File: config.mk
export PLATFORM = sky130hd
export DESIGN_NAME = flight_phase_throttle_sequencer
export DESIGN_NICKNAME = d
export VERILOG_FILES = /design/src/sv/ftsq_pkg.sv /design/src/sv/ftsq_cfg.sv /design/src/sv/ftsq_prep.sv /design/src/sv/ftsq_core.sv /design/src/sv/flight_phase_throttle_sequencer.sv
export SDC_FILE = /design/constraint.sdc
export NUM_CORES = 2
export LEC_CHECK = 0
export BUFFER_PORTS_ARGS = -buffer_cell sky130_fd_sc_hd__buf_2
export CAP_MARGIN = 20
export CORE_UTILIZATION = 40
export CTS_CLUSTER_SIZE = 24
export DETAILED_ROUTE_END_ITERATION = 7
export GPL_ROUTABILITY_DRIVEN = 0
export PLACE_DENSITY_LB_ADDON = 0.25
export SLEW_MARGIN = 40
export SYNTH_ARGS = -nofsm -noshare
export SYNTH_HDL_FRONTEND = slang
export SYNTH_SLANG_ARGS = --single-unit
File: constraint.sdc
create_clock -name i_clk -period 34.1 [get_ports i_clk]
set_input_delay 6.82 -clock i_clk [delete_from_list [all_inputs] [get_ports i_clk]]
set_output_delay 6.82 -clock i_clk [all_outputs]
set_load 0.01 [all_outputs]
File: src/sv/ftsq_pkg.sv
package ftsq_pkg;

    localparam int LEVEL_W    = 16;
    localparam int RATE_W     = 19;
    localparam int ANGLE_W    = 17;
    localparam int DT_W       = 16;
    localparam int MODE_W     = 3;
    localparam int PHASE_W    = 3;
    localparam int EVENT_W    = 3;
    localparam int TIMER_W    = 24;
    localparam int TOTAL_W    = 32;
    localparam int LIMIT2_W   = 32;
    localparam int TILT2_W    = 34;
    localparam int CFG_IDX_W  = 3;
    localparam int CFG_DATA_W = 19;

    localparam logic [MODE_W-1:0] MODE_TICK      = 3'd0;
    localparam logic [MODE_W-1:0] MODE_TAKEOFF   = 3'd1;
    localparam logic [MODE_W-1:0] MODE_LANDING   = 3'd2;
    localparam logic [MODE_W-1:0] MODE_EMERGENCY = 3'd3;
    localparam logic [MODE_W-1:0] MODE_RESET     = 3'd4;

    localparam logic [PHASE_W-1:0] PH_IDLE     = 3'd0;
    localparam logic [PHASE_W-1:0] PH_TAKEOFF  = 3'd1;
    localparam logic [PHASE_W-1:0] PH_HOVER    = 3'd2;
    localparam logic [PHASE_W-1:0] PH_LANDING  = 3'd3;
    localparam logic [PHASE_W-1:0] PH_GROUNDED = 3'd4;

    localparam logic [EVENT_W-1:0] EV_NONE       = 3'd0;
    localparam logic [EVENT_W-1:0] EV_TO_START   = 3'd1;
    localparam logic [EVENT_W-1:0] EV_TO_DONE    = 3'd2;
    localparam logic [EVENT_W-1:0] EV_LAND_START = 3'd3;
    localparam logic [EVENT_W-1:0] EV_TOUCHDOWN  = 3'd4;
    localparam logic [EVENT_W-1:0] EV_EMERGENCY  = 3'd5;

    localparam logic [CFG_IDX_W-1:0] REG_TAKEOFF_LEVEL   = 3'd0;
    localparam logic [CFG_IDX_W-1:0] REG_HOVER_LEVEL     = 3'd1;
    localparam logic [CFG_IDX_W-1:0] REG_CLIMB_RATE      = 3'd2;
    localparam logic [CFG_IDX_W-1:0] REG_DESCENT_RATE    = 3'd3;
    localparam logic [CFG_IDX_W-1:0] REG_TOUCHDOWN_LEVEL = 3'd4;
    localparam logic [CFG_IDX_W-1:0] REG_EMERGENCY_TILT  = 3'd5;
    localparam logic [CFG_IDX_W-1:0] REG_DRIFT_TILT      = 3'd6;

    // 0.01 of full scale, and the 10 s landing limit in 1/65536 s
    localparam logic [LEVEL_W:0]    TOL        = 17'd328;
    localparam logic [TIMER_W-1:0]  LAND_LIMIT = 24'd655360;
    localparam logic [LEVEL_W-1:0]  FULL_SCALE = 16'd32768;

    localparam logic [LEVEL_W-1:0]  RST_TAKEOFF_LEVEL   = 16'd19661;
    localparam logic [LEVEL_W-1:0]  RST_HOVER_LEVEL     = 16'd16384;
    localparam logic [RATE_W-1:0]   RST_CLIMB_RATE      = 19'd16384;
    localparam logic [RATE_W-1:0]   RST_DESCENT_RATE    = 19'd6554;
    localparam logic [LEVEL_W-1:0]  RST_TOUCHDOWN_LEVEL = 16'd0;
    localparam logic [LIMIT2_W-1:0] RST_EMERGENCY_TILT2 = 32'd132710400;
    localparam logic [LIMIT2_W-1:0] RST_DRIFT_TILT2     = 32'd14745600;

    typedef struct packed {
        logic [LEVEL_W-1:0]  takeoff_level;
        logic [LEVEL_W-1:0]  hover_level;
        logic [RATE_W-1:0]   climb_rate;
        logic [RATE_W-1:0]   descent_rate;
        logic [LEVEL_W-1:0]  touchdown_level;
        logic [LIMIT2_W-1:0] emergency_tilt2;
        logic [LIMIT2_W-1:0] drift_tilt2;
    } t_cfg;

    typedef struct packed {
        logic [MODE_W-1:0]  mode;
        logic [TILT2_W-1:0] tilt2;
        logic [RATE_W-1:0]  step_up;
        logic [RATE_W-1:0]  step_down;
        logic [DT_W-1:0]    step_time;
    } t_prep;

    typedef struct packed {
        logic [LEVEL_W-1:0] throttle;
        logic [PHASE_W-1:0] phase_now;
        logic [EVENT_W-1:0] event_now;
        logic               accepted;
        logic [TOTAL_W-1:0] airborne_time;
    } t_result;

endpackage

File: src/sv/ftsq_cfg.sv
module ftsq_cfg import ftsq_pkg::*; (
    input  logic                  i_clk,
    input  logic                  i_rst_n,
    input  logic                  i_cfg_valid,
    input  logic [CFG_IDX_W-1:0]  i_cfg_index,
    input  logic [CFG_DATA_W-1:0] i_cfg_data,
    output logic                  o_cfg_ready,
    output t_cfg                  o_cfg
);

    t_cfg                r_cfg;
    logic [LEVEL_W-1:0]  wr_level;
    logic [LIMIT2_W-1:0] wr_square;

    assign o_cfg_ready = 1'b1;
    assign o_cfg       = r_cfg;

    // tilt limits are kept squared so the tick path compares sums of squares
    assign wr_level  = i_cfg_data[LEVEL_W-1:0];
    assign wr_square = LIMIT2_W'(wr_level) * LIMIT2_W'(wr_level);

    always_ff @(posedge i_clk) begin
        if (!i_rst_n) begin
            r_cfg.takeoff_level   <= RST_TAKEOFF_LEVEL;
            r_cfg.hover_level     <= RST_HOVER_LEVEL;
            r_cfg.climb_rate      <= RST_CLIMB_RATE;
            r_cfg.descent_rate    <= RST_DESCENT_RATE;
            r_cfg.touchdown_level <= RST_TOUCHDOWN_LEVEL;
            r_cfg.emergency_tilt2 <= RST_EMERGENCY_TILT2;
            r_cfg.drift_tilt2     <= RST_DRIFT_TILT2;
        end else if (i_cfg_valid) begin
            case (i_cfg_index)
                REG_TAKEOFF_LEVEL:   r_cfg.takeoff_level   <= wr_level;
                REG_HOVER_LEVEL:     r_cfg.hover_level     <= wr_level;
                REG_CLIMB_RATE:      r_cfg.climb_rate      <= i_cfg_data;
                REG_DESCENT_RATE:    r_cfg.descent_rate    <= i_cfg_data;
                REG_TOUCHDOWN_LEVEL: r_cfg.touchdown_level <= wr_level;
                REG_EMERGENCY_TILT:  r_cfg.emergency_tilt2 <= wr_square;
                REG_DRIFT_TILT:      r_cfg.drift_tilt2     <= wr_square;
                default: begin
                end
            endcase
        end
    end

endmodule

File: src/sv/ftsq_prep.sv
module ftsq_prep import ftsq_pkg::*; (
    input  logic                      i_clk,
    input  logic                      i_rst_n,
    input  logic                      i_in_valid,
    output logic                      o_in_ready,
    input  logic [MODE_W-1:0]         i_mode,
    input  logic signed [ANGLE_W-1:0] i_roll,
    input  logic signed [ANGLE_W-1:0] i_pitch,
    input  logic [DT_W-1:0]           i_step_time,
    input  t_cfg                      i_cfg,
    input  logic                      i_take,
    output logic                      o_valid,
    output t_prep                     o_prep
);

    localparam int PROD_W = RATE_W + DT_W;

    logic                 r_valid;
    t_prep                r_prep;
    logic [ANGLE_W-1:0]   roll_mag;
    logic [ANGLE_W-1:0]   pitch_mag;
    logic [TILT2_W-1:0]   tilt2;
    logic [PROD_W-1:0]    up_prod;
    logic [PROD_W-1:0]    down_prod;
    logic                 in_fire;

    assign o_in_ready = !r_valid || i_take;
    assign in_fire    = i_in_valid && o_in_ready;
    assign o_valid    = r_valid;
    assign o_prep     = r_prep;

    // magnitude fits 17 bits unsigned, the most negative angle included
    assign roll_mag  = i_roll[ANGLE_W-1]  ? ANGLE_W'(-i_roll)  : ANGLE_W'(i_roll);
    assign pitch_mag = i_pitch[ANGLE_W-1] ? ANGLE_W'(-i_pitch) : ANGLE_W'(i_pitch);
    assign tilt2     = TILT2_W'(roll_mag) * TILT2_W'(roll_mag)
                     + TILT2_W'(pitch_mag) * TILT2_W'(pitch_mag);

    assign up_prod   = PROD_W'(i_cfg.climb_rate) * PROD_W'(i_step_time);
    assign down_prod = PROD_W'(i_cfg.descent_rate) * PROD_W'(i_step_time);

    always_ff @(posedge i_clk) begin
        if (!i_rst_n) begin
            r_valid <= 1'b0;
        end else if (in_fire) begin
            r_valid <= 1'b1;
        end else if (i_take) begin
            r_valid <= 1'b0;
        end
    end

    always_ff @(posedge i_clk) begin
        if (in_fire) begin
            r_prep.mode      <= i_mode;
            r_prep.tilt2     <= tilt2;
            r_prep.step_up   <= up_prod[PROD_W-1:DT_W];
            r_prep.step_down <= down_prod[PROD_W-1:DT_W];
            r_prep.step_time <= i_step_time;
        end
    end

endmodule

File: src/sv/ftsq_core.sv
module ftsq_core import ftsq_pkg::*; (
    input  logic    i_clk,
    input  logic    i_rst_n,
    input  logic    i_valid,
    input  t_prep   i_prep,
    input  t_cfg    i_cfg,
    output logic    o_take,
    output logic    o_out_valid,
    input  logic    i_out_ready,
    output t_result o_res
);

    logic [PHASE_W-1:0] r_phase, n_phase;
    logic [LEVEL_W-1:0] r_level, n_level;
    logic [LEVEL_W-1:0] r_goal,  n_goal;
    logic               r_ramp,  n_ramp;
    logic [TIMER_W-1:0] r_timer, n_timer;
    logic [TOTAL_W-1:0] r_flight, n_flight;
    logic [EVENT_W-1:0] r_event, n_event;
    logic               n_ok;
    logic               r_out_valid;
    t_result            r_res;

    logic               over_emg;
    logic               over_drift;
    logic [LEVEL_W-1:0] level_up;
    logic [LEVEL_W-1:0] level_down;
    logic [LEVEL_W-1:0] up_gap;
    logic [TOTAL_W:0]   flight_sum;
    logic [TOTAL_W-1:0] flight_sat;
    logic [LEVEL_W:0]   touch_limit;

    function automatic logic [LEVEL_W-1:0] ramp_to(
        input logic [LEVEL_W-1:0] cur,
        input logic [LEVEL_W-1:0] goal,
        input logic [RATE_W-1:0]  step
    );
        logic [LEVEL_W-1:0] result;
        if (cur < goal) begin
            if (RATE_W'(goal - cur) <= step) begin
                result = goal;
            end else begin
                result = LEVEL_W'(RATE_W'(cur) + step);
            end
        end else if (cur > goal) begin
            if (RATE_W'(cur - goal) <= step) begin
                result = goal;
            end else begin
                result = LEVEL_W'(RATE_W'(cur) - step);
            end
        end else begin
            result = cur;
        end
        return result;
    endfunction

    assign o_take      = i_valid && (!r_out_valid || i_out_ready);
    assign o_out_valid = r_out_valid;
    assign o_res       = r_res;

    assign over_emg    = i_prep.tilt2 > TILT2_W'(i_cfg.emergency_tilt2);
    assign over_drift  = i_prep.tilt2 > TILT2_W'(i_cfg.drift_tilt2);
    assign level_up    = ramp_to(r_level, r_goal, i_prep.step_up);
    assign level_down  = ramp_to(r_level, '0, i_prep.step_down);
    assign up_gap      = (level_up > r_goal) ? level_up - r_goal : r_goal - level_up;
    assign flight_sum  = (TOTAL_W + 1)'(r_flight) + (TOTAL_W + 1)'(i_prep.step_time);
    assign flight_sat  = flight_sum[TOTAL_W] ? '1 : flight_sum[TOTAL_W-1:0];
    assign touch_limit = (LEVEL_W + 1)'(i_cfg.touchdown_level) + TOL;

    always_comb begin
        logic [TIMER_W:0] timer_sum;
        logic [LEVEL_W-1:0] land_level;
        n_phase  = r_phase;
        n_level  = r_level;
        n_goal   = r_goal;
        n_ramp   = r_ramp;
        n_timer  = r_timer;
        n_flight = r_flight;
        n_event  = r_event;
        n_ok     = 1'b0;
        timer_sum  = '0;
        land_level = r_level;
        case (i_prep.mode)
            MODE_TICK: begin
                n_ok = 1'b1;
                if ((r_phase == PH_TAKEOFF || r_phase == PH_HOVER) && over_emg) begin
                    n_phase = PH_GROUNDED;
                    n_level = '0;
                    n_goal  = '0;
                    n_ramp  = 1'b0;
                    n_event = EV_EMERGENCY;
                end else begin
                    // drift in hover starts a landing and falls into the landing step
                    if (r_phase == PH_HOVER && over_drift) begin
                        n_phase = PH_LANDING;
                        n_goal  = '0;
                        n_ramp  = 1'b1;
                        n_timer = '0;
                        n_event = EV_LAND_START;
                    end
                    case (n_phase)
                        PH_TAKEOFF: begin
                            if (r_ramp) begin
                                n_level = level_up;
                                if ((LEVEL_W + 1)'(up_gap) < TOL) begin
                                    n_phase = PH_HOVER;
                                    n_goal  = i_cfg.hover_level;
                                    n_event = EV_TO_DONE;
                                end
                            end
                            n_flight = flight_sat;
                        end
                        PH_HOVER: begin
                            n_level  = i_cfg.hover_level;
                            n_flight = flight_sat;
                        end
                        PH_LANDING: begin
                            timer_sum = (TIMER_W + 1)'(n_timer)
                                      + (TIMER_W + 1)'(i_prep.step_time);
                            n_timer   = timer_sum[TIMER_W] ? '1 : timer_sum[TIMER_W-1:0];
                            n_flight  = flight_sat;
                            if (n_ramp) begin
                                land_level = level_down;
                            end
                            n_level = land_level;
                            if ((LEVEL_W + 1)'(land_level) <= touch_limit) begin
                                n_phase = PH_GROUNDED;
                                n_level = '0;
                                n_ramp  = 1'b0;
                                n_event = EV_TOUCHDOWN;
                            end
                            // time limit forces touchdown but leaves the ramp flag
                            if (n_timer > LAND_LIMIT) begin
                                n_phase = PH_GROUNDED;
                                n_level = '0;
                                n_event = EV_TOUCHDOWN;
                            end
                        end
                        default: begin
                            n_level = '0;
                        end
                    endcase
                end
            end
            MODE_TAKEOFF: begin
                if (r_phase == PH_IDLE) begin
                    n_phase = PH_TAKEOFF;
                    n_level = '0;
                    n_goal  = i_cfg.takeoff_level;
                    n_ramp  = 1'b1;
                    n_event = EV_TO_START;
                    n_ok    = 1'b1;
                end
            end
            MODE_LANDING: begin
                if (r_phase == PH_HOVER || r_phase == PH_TAKEOFF) begin
                    n_phase = PH_LANDING;
                    n_goal  = '0;
                    n_ramp  = 1'b1;
                    n_timer = '0;
                    n_event = EV_LAND_START;
                    n_ok    = 1'b1;
                end
            end
            MODE_EMERGENCY: begin
                n_phase = PH_GROUNDED;
                n_level = '0;
                n_goal  = '0;
                n_ramp  = 1'b0;
                n_event = EV_EMERGENCY;
                n_ok    = 1'b1;
            end
            MODE_RESET: begin
                n_phase = PH_IDLE;
                n_level = '0;
                n_goal  = '0;
                n_ramp  = 1'b0;
                n_timer = '0;
                n_event = EV_NONE;
                n_ok    = 1'b1;
            end
            default: begin
            end
        endcase
    end

    always_ff @(posedge i_clk) begin
        if (!i_rst_n) begin
            r_phase     <= PH_IDLE;
            r_level     <= '0;
            r_goal      <= '0;
            r_ramp      <= 1'b0;
            r_timer     <= '0;
            r_flight    <= '0;
            r_event     <= EV_NONE;
            r_out_valid <= 1'b0;
        end else if (o_take) begin
            r_phase     <= n_phase;
            r_level     <= n_level;
            r_goal      <= n_goal;
            r_ramp      <= n_ramp;
            r_timer     <= n_timer;
            r_flight    <= n_flight;
            r_event     <= n_event;
            r_out_valid <= 1'b1;
        end else if (i_out_ready) begin
            r_out_valid <= 1'b0;
        end
    end

    always_ff @(posedge i_clk) begin
        if (o_take) begin
            r_res.throttle      <= (n_level > FULL_SCALE) ? FULL_SCALE : n_level;
            r_res.phase_now     <= n_phase;
            r_res.event_now     <= n_event;
            r_res.accepted      <= n_ok;
            r_res.airborne_time <= n_flight;
        end
    end

endmodule

File: src/sv/flight_phase_throttle_sequencer.sv
// Drone flight-phase sequencer (idle, takeoff, hover, landing, grounded) that
// turns ticks and commands into a throttle, phase, event and flight time.
// One item per clock is sustained while the result side takes results; each
// item passes the input register, which holds the tilt squares and ramp steps
// (the multipliers), and then the result register, which follows one pass of
// phase logic over the stored state.
// Configuration writes take effect for the next item; write only while no
// item is in flight. Tilt limits are stored squared.
module flight_phase_throttle_sequencer import ftsq_pkg::*; (
    input  logic                      i_clk,
    input  logic                      i_rst_n,
    input  logic                      i_in_valid,
    output logic                      o_in_ready,
    input  logic [MODE_W-1:0]         i_mode,
    input  logic signed [ANGLE_W-1:0] i_roll,
    input  logic signed [ANGLE_W-1:0] i_pitch,
    input  logic [DT_W-1:0]           i_step_time,
    output logic                      o_out_valid,
    input  logic                      i_out_ready,
    output logic [LEVEL_W-1:0]        o_throttle,
    output logic [PHASE_W-1:0]        o_phase_now,
    output logic [EVENT_W-1:0]        o_event_now,
    output logic                      o_accepted,
    output logic [TOTAL_W-1:0]        o_airborne_time,
    input  logic                      i_cfg_valid,
    output logic                      o_cfg_ready,
    input  logic [CFG_IDX_W-1:0]      i_cfg_index,
    input  logic [CFG_DATA_W-1:0]     i_cfg_data
);

    t_cfg    cfg;
    t_prep   prep;
    logic    prep_valid;
    logic    take;
    t_result res;

    ftsq_cfg u_cfg (
        .i_clk       (i_clk),
        .i_rst_n     (i_rst_n),
        .i_cfg_valid (i_cfg_valid),
        .i_cfg_index (i_cfg_index),
        .i_cfg_data  (i_cfg_data),
        .o_cfg_ready (o_cfg_ready),
        .o_cfg       (cfg)
    );

    ftsq_prep u_prep (
        .i_clk       (i_clk),
        .i_rst_n     (i_rst_n),
        .i_in_valid  (i_in_valid),
        .o_in_ready  (o_in_ready),
        .i_mode      (i_mode),
        .i_roll      (i_roll),
        .i_pitch     (i_pitch),
        .i_step_time (i_step_time),
        .i_cfg       (cfg),
        .i_take      (take),
        .o_valid     (prep_valid),
        .o_prep      (prep)
    );

    ftsq_core u_core (
        .i_clk       (i_clk),
        .i_rst_n     (i_rst_n),
        .i_valid     (prep_valid),
        .i_prep      (prep),
        .i_cfg       (cfg),
        .o_take      (take),
        .o_out_valid (o_out_valid),
        .i_out_ready (i_out_ready),
        .o_res       (res)
    );

    assign o_throttle      = res.throttle;
    assign o_phase_now     = res.phase_now;
    assign o_event_now     = res.event_now;
    assign o_accepted      = res.accepted;
    assign o_airborne_time = res.airborne_time;

    a_empty_out_ready: assert property (@(posedge i_clk) disable iff (!i_rst_n)
        !o_out_valid |-> o_in_ready)
        else $error("input stalled while result register is empty");

    a_ground_no_throttle: assert property (@(posedge i_clk) disable iff (!i_rst_n)
        o_out_valid && (o_phase_now == PH_IDLE || o_phase_now == PH_GROUNDED)
            |-> o_throttle == '0)
        else $error("throttle nonzero on the ground");

    a_emergency_grounded: assert property (@(posedge i_clk) disable iff (!i_rst_n)
        o_out_valid && o_event_now == EV_EMERGENCY
            |-> o_phase_now == PH_GROUNDED && o_throttle == '0)
        else $error("emergency event without grounded cutoff");

    a_takeoff_event: assert property (@(posedge i_clk) disable iff (!i_rst_n)
        o_out_valid && o_event_now == EV_TO_START |-> o_phase_now == PH_TAKEOFF)
        else $error("takeoff start event outside takeoff phase");

endmodule

[After elaboration in Yosys (flattened, before gate mapping)]
Cells that the tools add are included.
Storage, ports and cells
  flip-flop bits (word level): 393
  input bits: 80
  output and inout bits: 58
  logic and storage cells: 187
Cells by class
  add/sub/neg operators: 15
  multiply operators: 5
  order comparisons: 15
  equality and inequality tests: 18
  muxes and demuxes: 80
  reduce and logical (&&, ||, !) cells: 28
Operators by type and width (number)
  2-to-1 mux 16 bit: 25
  2-to-1 mux 24 bit: 7
  2-to-1 mux 32 bit: 4
  case mux 16 bit (3 select lines): 2
  case mux 24 bit (3 select lines): 1
  multiplier 19 x 16 -> 35 bit: 2
  greater-than comparator 34 x 32 -> 1 bit: 2
  multiplier 17 x 17 -> 34 bit: 2
  case mux 16 bit (4 select lines): 1
  subtractor 16 bit: 4
  <= comparator 19 bit: 3
  2-to-1 mux 3 bit: 18
  adder 34 bit: 1
  2-to-1 mux 17 bit: 2
  negation 17 bit: 2
  subtractor 16 x 16 -> 17 bit: 2
  adder 32 x 16 -> 33 bit: 1
  adder 16 bit: 2
  greater-than comparator 16 bit: 2
  multiplier 16 x 16 -> 32 bit: 1
  case mux 3 bit (5 select lines): 2
  adder 24 x 16 -> 25 bit: 1
  greater-than comparator 24 x 20 -> 1 bit (second input constant): 1
  == test 3 x 2 -> 1 bit (second input constant): 7
  other kinds (28): 66

[Longest topological paths before layout]
  depth after elaboration: 16
  depth in mapped cells: 45
  mapped depth without buffers: 39

[By module]
From an unflattened synthesis, not the netlist that was laid out.
Unflattened totals
  cell total of the unflattened synthesis: 8279
  area, all modules: 71088.2 um^2
Modules (own cells, without submodules)
  ftsq_prep: times used 1, cells each 4068, area an instance 38214.2 um^2, seq. area each 2752.6 um^2
  ftsq_core: times used 1, cells each 2672, area an instance 19925.4 um^2, seq. area each 3573.4 um^2
  ftsq_cfg: times used 1, cells each 1539, area an instance 12948.7 um^2, seq. area each 2962.8 um^2

[Least setup slack after synthesis]
OpenSTA, ideal clock, no wires.
  path type: input to register
  from: in i_pitch[0]
  to: reg u_prep.r_prep (netlist bit u_prep.o_prep[87]) (data pin)
  setup time: 260 ps
  arrival: 15391 ps
  required time: 33840 ps
  path slack: 18449 ps
  cell stages on the path: 33
  path buffers: 1
  cells stage by stage: inv_1 nand2_1 or4_1 or4_1 o41ai_1 xor2_1 clkbuf_1 nor2_1 fa_1 inv_1 fa_1 inv_1 fa_1 fa_1 inv_1 fa_1 fa_1 fa_1 inv_1 fa_1 ha_1 o21a_1 nor2_1 a31oi_1 o2111ai_1 a31oi_1 a211oi_1 a21oi_1 a41oi_1 a211oi_1 a21o_1 a21oi_1 xnor2_1
Between the ends
  word-level cells in the longest chain between the ends: 4
RTL lines
  start, declared: line flight_phase_throttle_sequencer.sv:16  | input logic signed [ANGLE_W-1:0] i_pitch,
  negation 17 bit: line ftsq_prep.sv:34  | assign pitch_mag = i_pitch[ANGLE_W-1] ? ANGLE_W'(-i_pitch) : ANGLE_W'(i_pitch);
  2-to-1 mux 17 bit (*): line ftsq_prep.sv:34
  multiplier 17 x 17 -> 34 bit (*): line ftsq_prep.sv:36  | + TILT2_W'(pitch_mag) * TILT2_W'(pitch_mag);
  adder 34 bit (*): line ftsq_prep.sv:36
  net u_prep.tilt2[33]: line ftsq_prep.sv:22  | logic [TILT2_W-1:0] tilt2;
  end, declared: line ftsq_prep.sv:19  | t_prep r_prep;
Mark *: on every way through the listed nets, which the timed path passes. The rest lies on a longest branch.
A chain may end at the register's enable or synchronous reset.

[Worst setup path after layout]
  from: in i_roll[0]
  to: reg u_prep.r_prep (netlist bit u_prep.o_prep[86]) (data pin)
Between the ends
  word-level cells in the longest chain between the ends: 4
RTL lines
  start, declared: line flight_phase_throttle_sequencer.sv:15  | input logic signed [ANGLE_W-1:0] i_roll,
  negation 17 bit: line ftsq_prep.sv:33  | assign roll_mag = i_roll[ANGLE_W-1] ? ANGLE_W'(-i_roll) : ANGLE_W'(i_roll);
  2-to-1 mux 17 bit (*): line ftsq_prep.sv:33
  multiplier 17 x 17 -> 34 bit (*): line ftsq_prep.sv:35  | assign tilt2 = TILT2_W'(roll_mag) * TILT2_W'(roll_mag)
  adder 34 bit (*): line ftsq_prep.sv:36
  net u_prep.tilt2[32]: line ftsq_prep.sv:22
Marked as above.

==> metrics.md <==
| Metric | Value |
|---|---|
| Hold_buf cts | `0` |
| Die Wd | `418 µm` |
| Clock Skew | `0.0735 ns` |
| Worst-path clk slew | `0.06 ns` |
| Iteration-0 DRC count of the detailed router | `3,847` |
| CTS Buffer Depth | `3` |
| Die height | `418 µm` |
| Path type of the worst min-delay path | `reg2reg` |
| DRT Pass-1 Iters | `6` |
| # clock sinks | `391` |
| Max_slew headroom | `36.8%` |
| Fin. max-slew vios | `0` |
| Worst setup path class | `in2reg` |
| Final setup viols | `0` |
| Layout area overhead | `7.12%` |
| R2R Setup Slk | `23.02 ns` |
| RSZ-0062 raised after global routing | `no` |
| Nets@finish | `9,894` |
| Data arrival, critical path | `17.20 ns` |
| YS warnings | `0` |
| Post-route minimum period | `16.84 ns` |
| Total Die Area | `175,000 µm²` |
| First-pass GRT wire length | `318 mm` |
| Io pins | `138` |
| Largest net degree at the start of global routing | `111` |
| Final hold viol count | `0` |
| TritonCTS Buffers | `49` |
| Crit path buffers/inverters | `8` |
| Worst-Skew Late Latency | `0.68 ns` |
| Crit-path slowest cell | `xor2_1` |
| Run status | `finished clean` |
| Syn Std Cell Area | `69,300 µm²` |
| Critical path endpoint category | `flop` |
| WL per Instance | `19.4 µm` |
| Yosys reg bits | `391` |
| Root buf cell | `clkbuf_16` |
| Vias in the first global route | `56,548` |
| Hold Startpoint | `u_cfg.o_cfg[142]` |
| Vias/cell | `5.29` |
| Routed wire length | `200 mm` |
| Antenna violations before repair | `20` |
| GRT Util Overall | `23.2%` |
| Cell taking the most area after synthesis | `fa_1` |
| Effective utilization at floorplan | `40.3%` |
| Period Utilization, post-route | `49.4%` |
| Worst EP required | `34.47 ns` |
| DRC Markers | `0` |
| Hold WS | `0.455 ns` |
| Hold path depth | `2` |
| Max-cap viol count | `0` |
| Worst r2r dst | `u_core.o_res[34]` |
| Setup tns final | `0 ns` |
| Worst Max-Slew Pin Slew | `0.948 ns` |
| CTS tree | `done` |
| DP HPWL | `157 mm` |
| Vias | `54,478` |
| Postcts setup bufs | `0` |
| CP top delay family | `adder cells` |
| Worst Setup Start Kind | `input port` |
| Syn Inst Count | `7,994` |
| Commonest non-fill, non-tap cell in the layout | `inv_1` |
| Top cell type's share of synthesized area | `31.4%` |
| EDFF count, synth | `146` |
| Synth area leaders | `fa_1, ha_1, inv_1` |
| I/O Buffers | `136` |
| Worst-path fanout max | `14` |
| Global route overflow | `0` |
| Core area | `172,000 µm²` |
| Netlist cell types | `97` |
| Most used cell, CP | `fa_1` |
| Max Freq | `0.0594 GHz` |
| H-tree Lvls | `2` |
| Ys flop type | `dfxtp_1` |
| Hold Path End | `u_cfg.o_cfg[142]` |
| Post-Syn Area per Cell | `8.67 µm²` |
| CP max stage delay | `0.66 ns` |
| Cts repair resizes | `0` |
| Row count | `152` |
| Commonest non-fill, non-tap cells in the layout | `inv_1, fa_1, nand2_1, ha_1, nor2_1` |
| RR Startpoint | `u_core.r_goal[1]` |
| Post-route ant nets | `0` |
| Layout cells sized above 1 | `5.43%` |
| Synth async-reset ratio | `0%` |
| Worst reg2reg path depth | `37` |
| Sequential area share after synthesis | `13.4%` |
worst min-delay path: stages, from the launching register on:
cell and delay (ns):
dfxtp_1 0.31, nand2_1 0.05, a21oi_1 0.05
final cells by class:
type | instances | area (µm²)
Multi-Input combinational cell | 5719 | 53200
Clock buffer | 54 | 1250
Tap cell | 2310 | 2890
Clock inverter | 38 | 459
Timing Repair Buffer | 209 | 1270
Sequential cell | 391 | 9300
Fill cell | 17097 | 97700
Antenna cell | 10 | 25.0
Inverter | 1566 | 5890
worst max path at each step:
stage / slack, ns / cells after the start / endpoint / startpoint
after floorplan: 18.45 / 33 / u_prep.o_prep[87] / i_pitch[0]
after global placement: 16.81 / 35 / u_prep.o_prep[86] / i_roll[0]
after detailed placement: 16.72 / 35 / u_prep.o_prep[86] / i_roll[0]
after CTS: 17.34 / 35 / u_prep.o_prep[86] / i_roll[0]
after global routing: 16.58 / 35 / u_prep.o_prep[86] / i_roll[0]
final: 17.26 / 35 / u_prep.o_prep[86] / i_roll[0]
logic make-up (layout without fill, tap and decap cells):
group                      count (synthesis)  after routing  synth area share, %
xor gates and xnor gates                 255            255                 3.22
adders and majority gates               1878           1878                 45.7
AOI/OAI and AO/OA                       1220           1220                 11.3
and+or+nand+nor                         2295           2295                 15.1
DFF                                      391            391                 13.4
other                                      2             35               0.0108
buffers and inverters                   1907           1867                 10.4
muxes                                     46             46                0.801
per-stage QoR:
step / utilization [%] / instance area, µm² / cells / setup WS [ns]
final: 43.2 / 74300 / 10297 / 17.26
after global routing: 43.2 / 74300 / 10291 / 16.58
after CTS: 43.1 / 74100 / 10286 / 17.34
after detailed placement: 42.1 / 72400 / 10194 / 16.72
after global placement: 42.0 / 72300 / 10193 / 16.81
after floorplan: - / 69400 / 8017 / 18.45
cells in the mapped netlist, drive strengths merged, types with 14 or more instances:
master / number
or2: 22
nor4: 20
nand3b: 14
xor2: 88
mux2i: 18
a22oi: 26
nand3: 112
a21oi: 427
o211ai: 45
a21o: 97
a31oi: 55
and2: 293
nor2: 485
and3: 27
xnor2: 167
o22ai: 20
a32oi: 17
clkbuf: 317
clkinv: 15
o21ai: 213
fa: 1089
nor2b: 55
nand4: 41
ha: 789
o21a: 61
dfxtp: 245
mux2: 28
buf: 24
inv: 1551
o21bai: 30
nand2: 1034
a221oi: 14
a211oi: 55
o31ai: 26
nor3: 91
edfxtp: 146
nand2b: 43
or3: 23
flip-flops by register name, summed over array words and instances (netlist names):
| name | flops |
|---|---|
| u_core.r_phase | 3 |
| u_prep.o_prep | 91 |
| u_core.r_goal | 16 |
| u_core.r_ramp | 1 |
| u_core.r_event | 3 |
| u_prep.o_valid | 1 |
| u_core.o_out_valid | 1 |
| u_core.r_level | 16 |
| u_core.o_res | 55 |
| u_cfg.o_cfg | 148 |
| u_core.r_timer | 24 |
| u_core.r_flight | 32 |
routing by layer:
layer	routed length (µm)	GRT usage [%]
met1	84600	30.5
met2	94400	38.6
met3	12100	2.95
met4	8440	9.07
met5	38	0
Power is not shown: default switching activity piles up to over one toggle a cycle in this logic, so the estimate is an artifact.
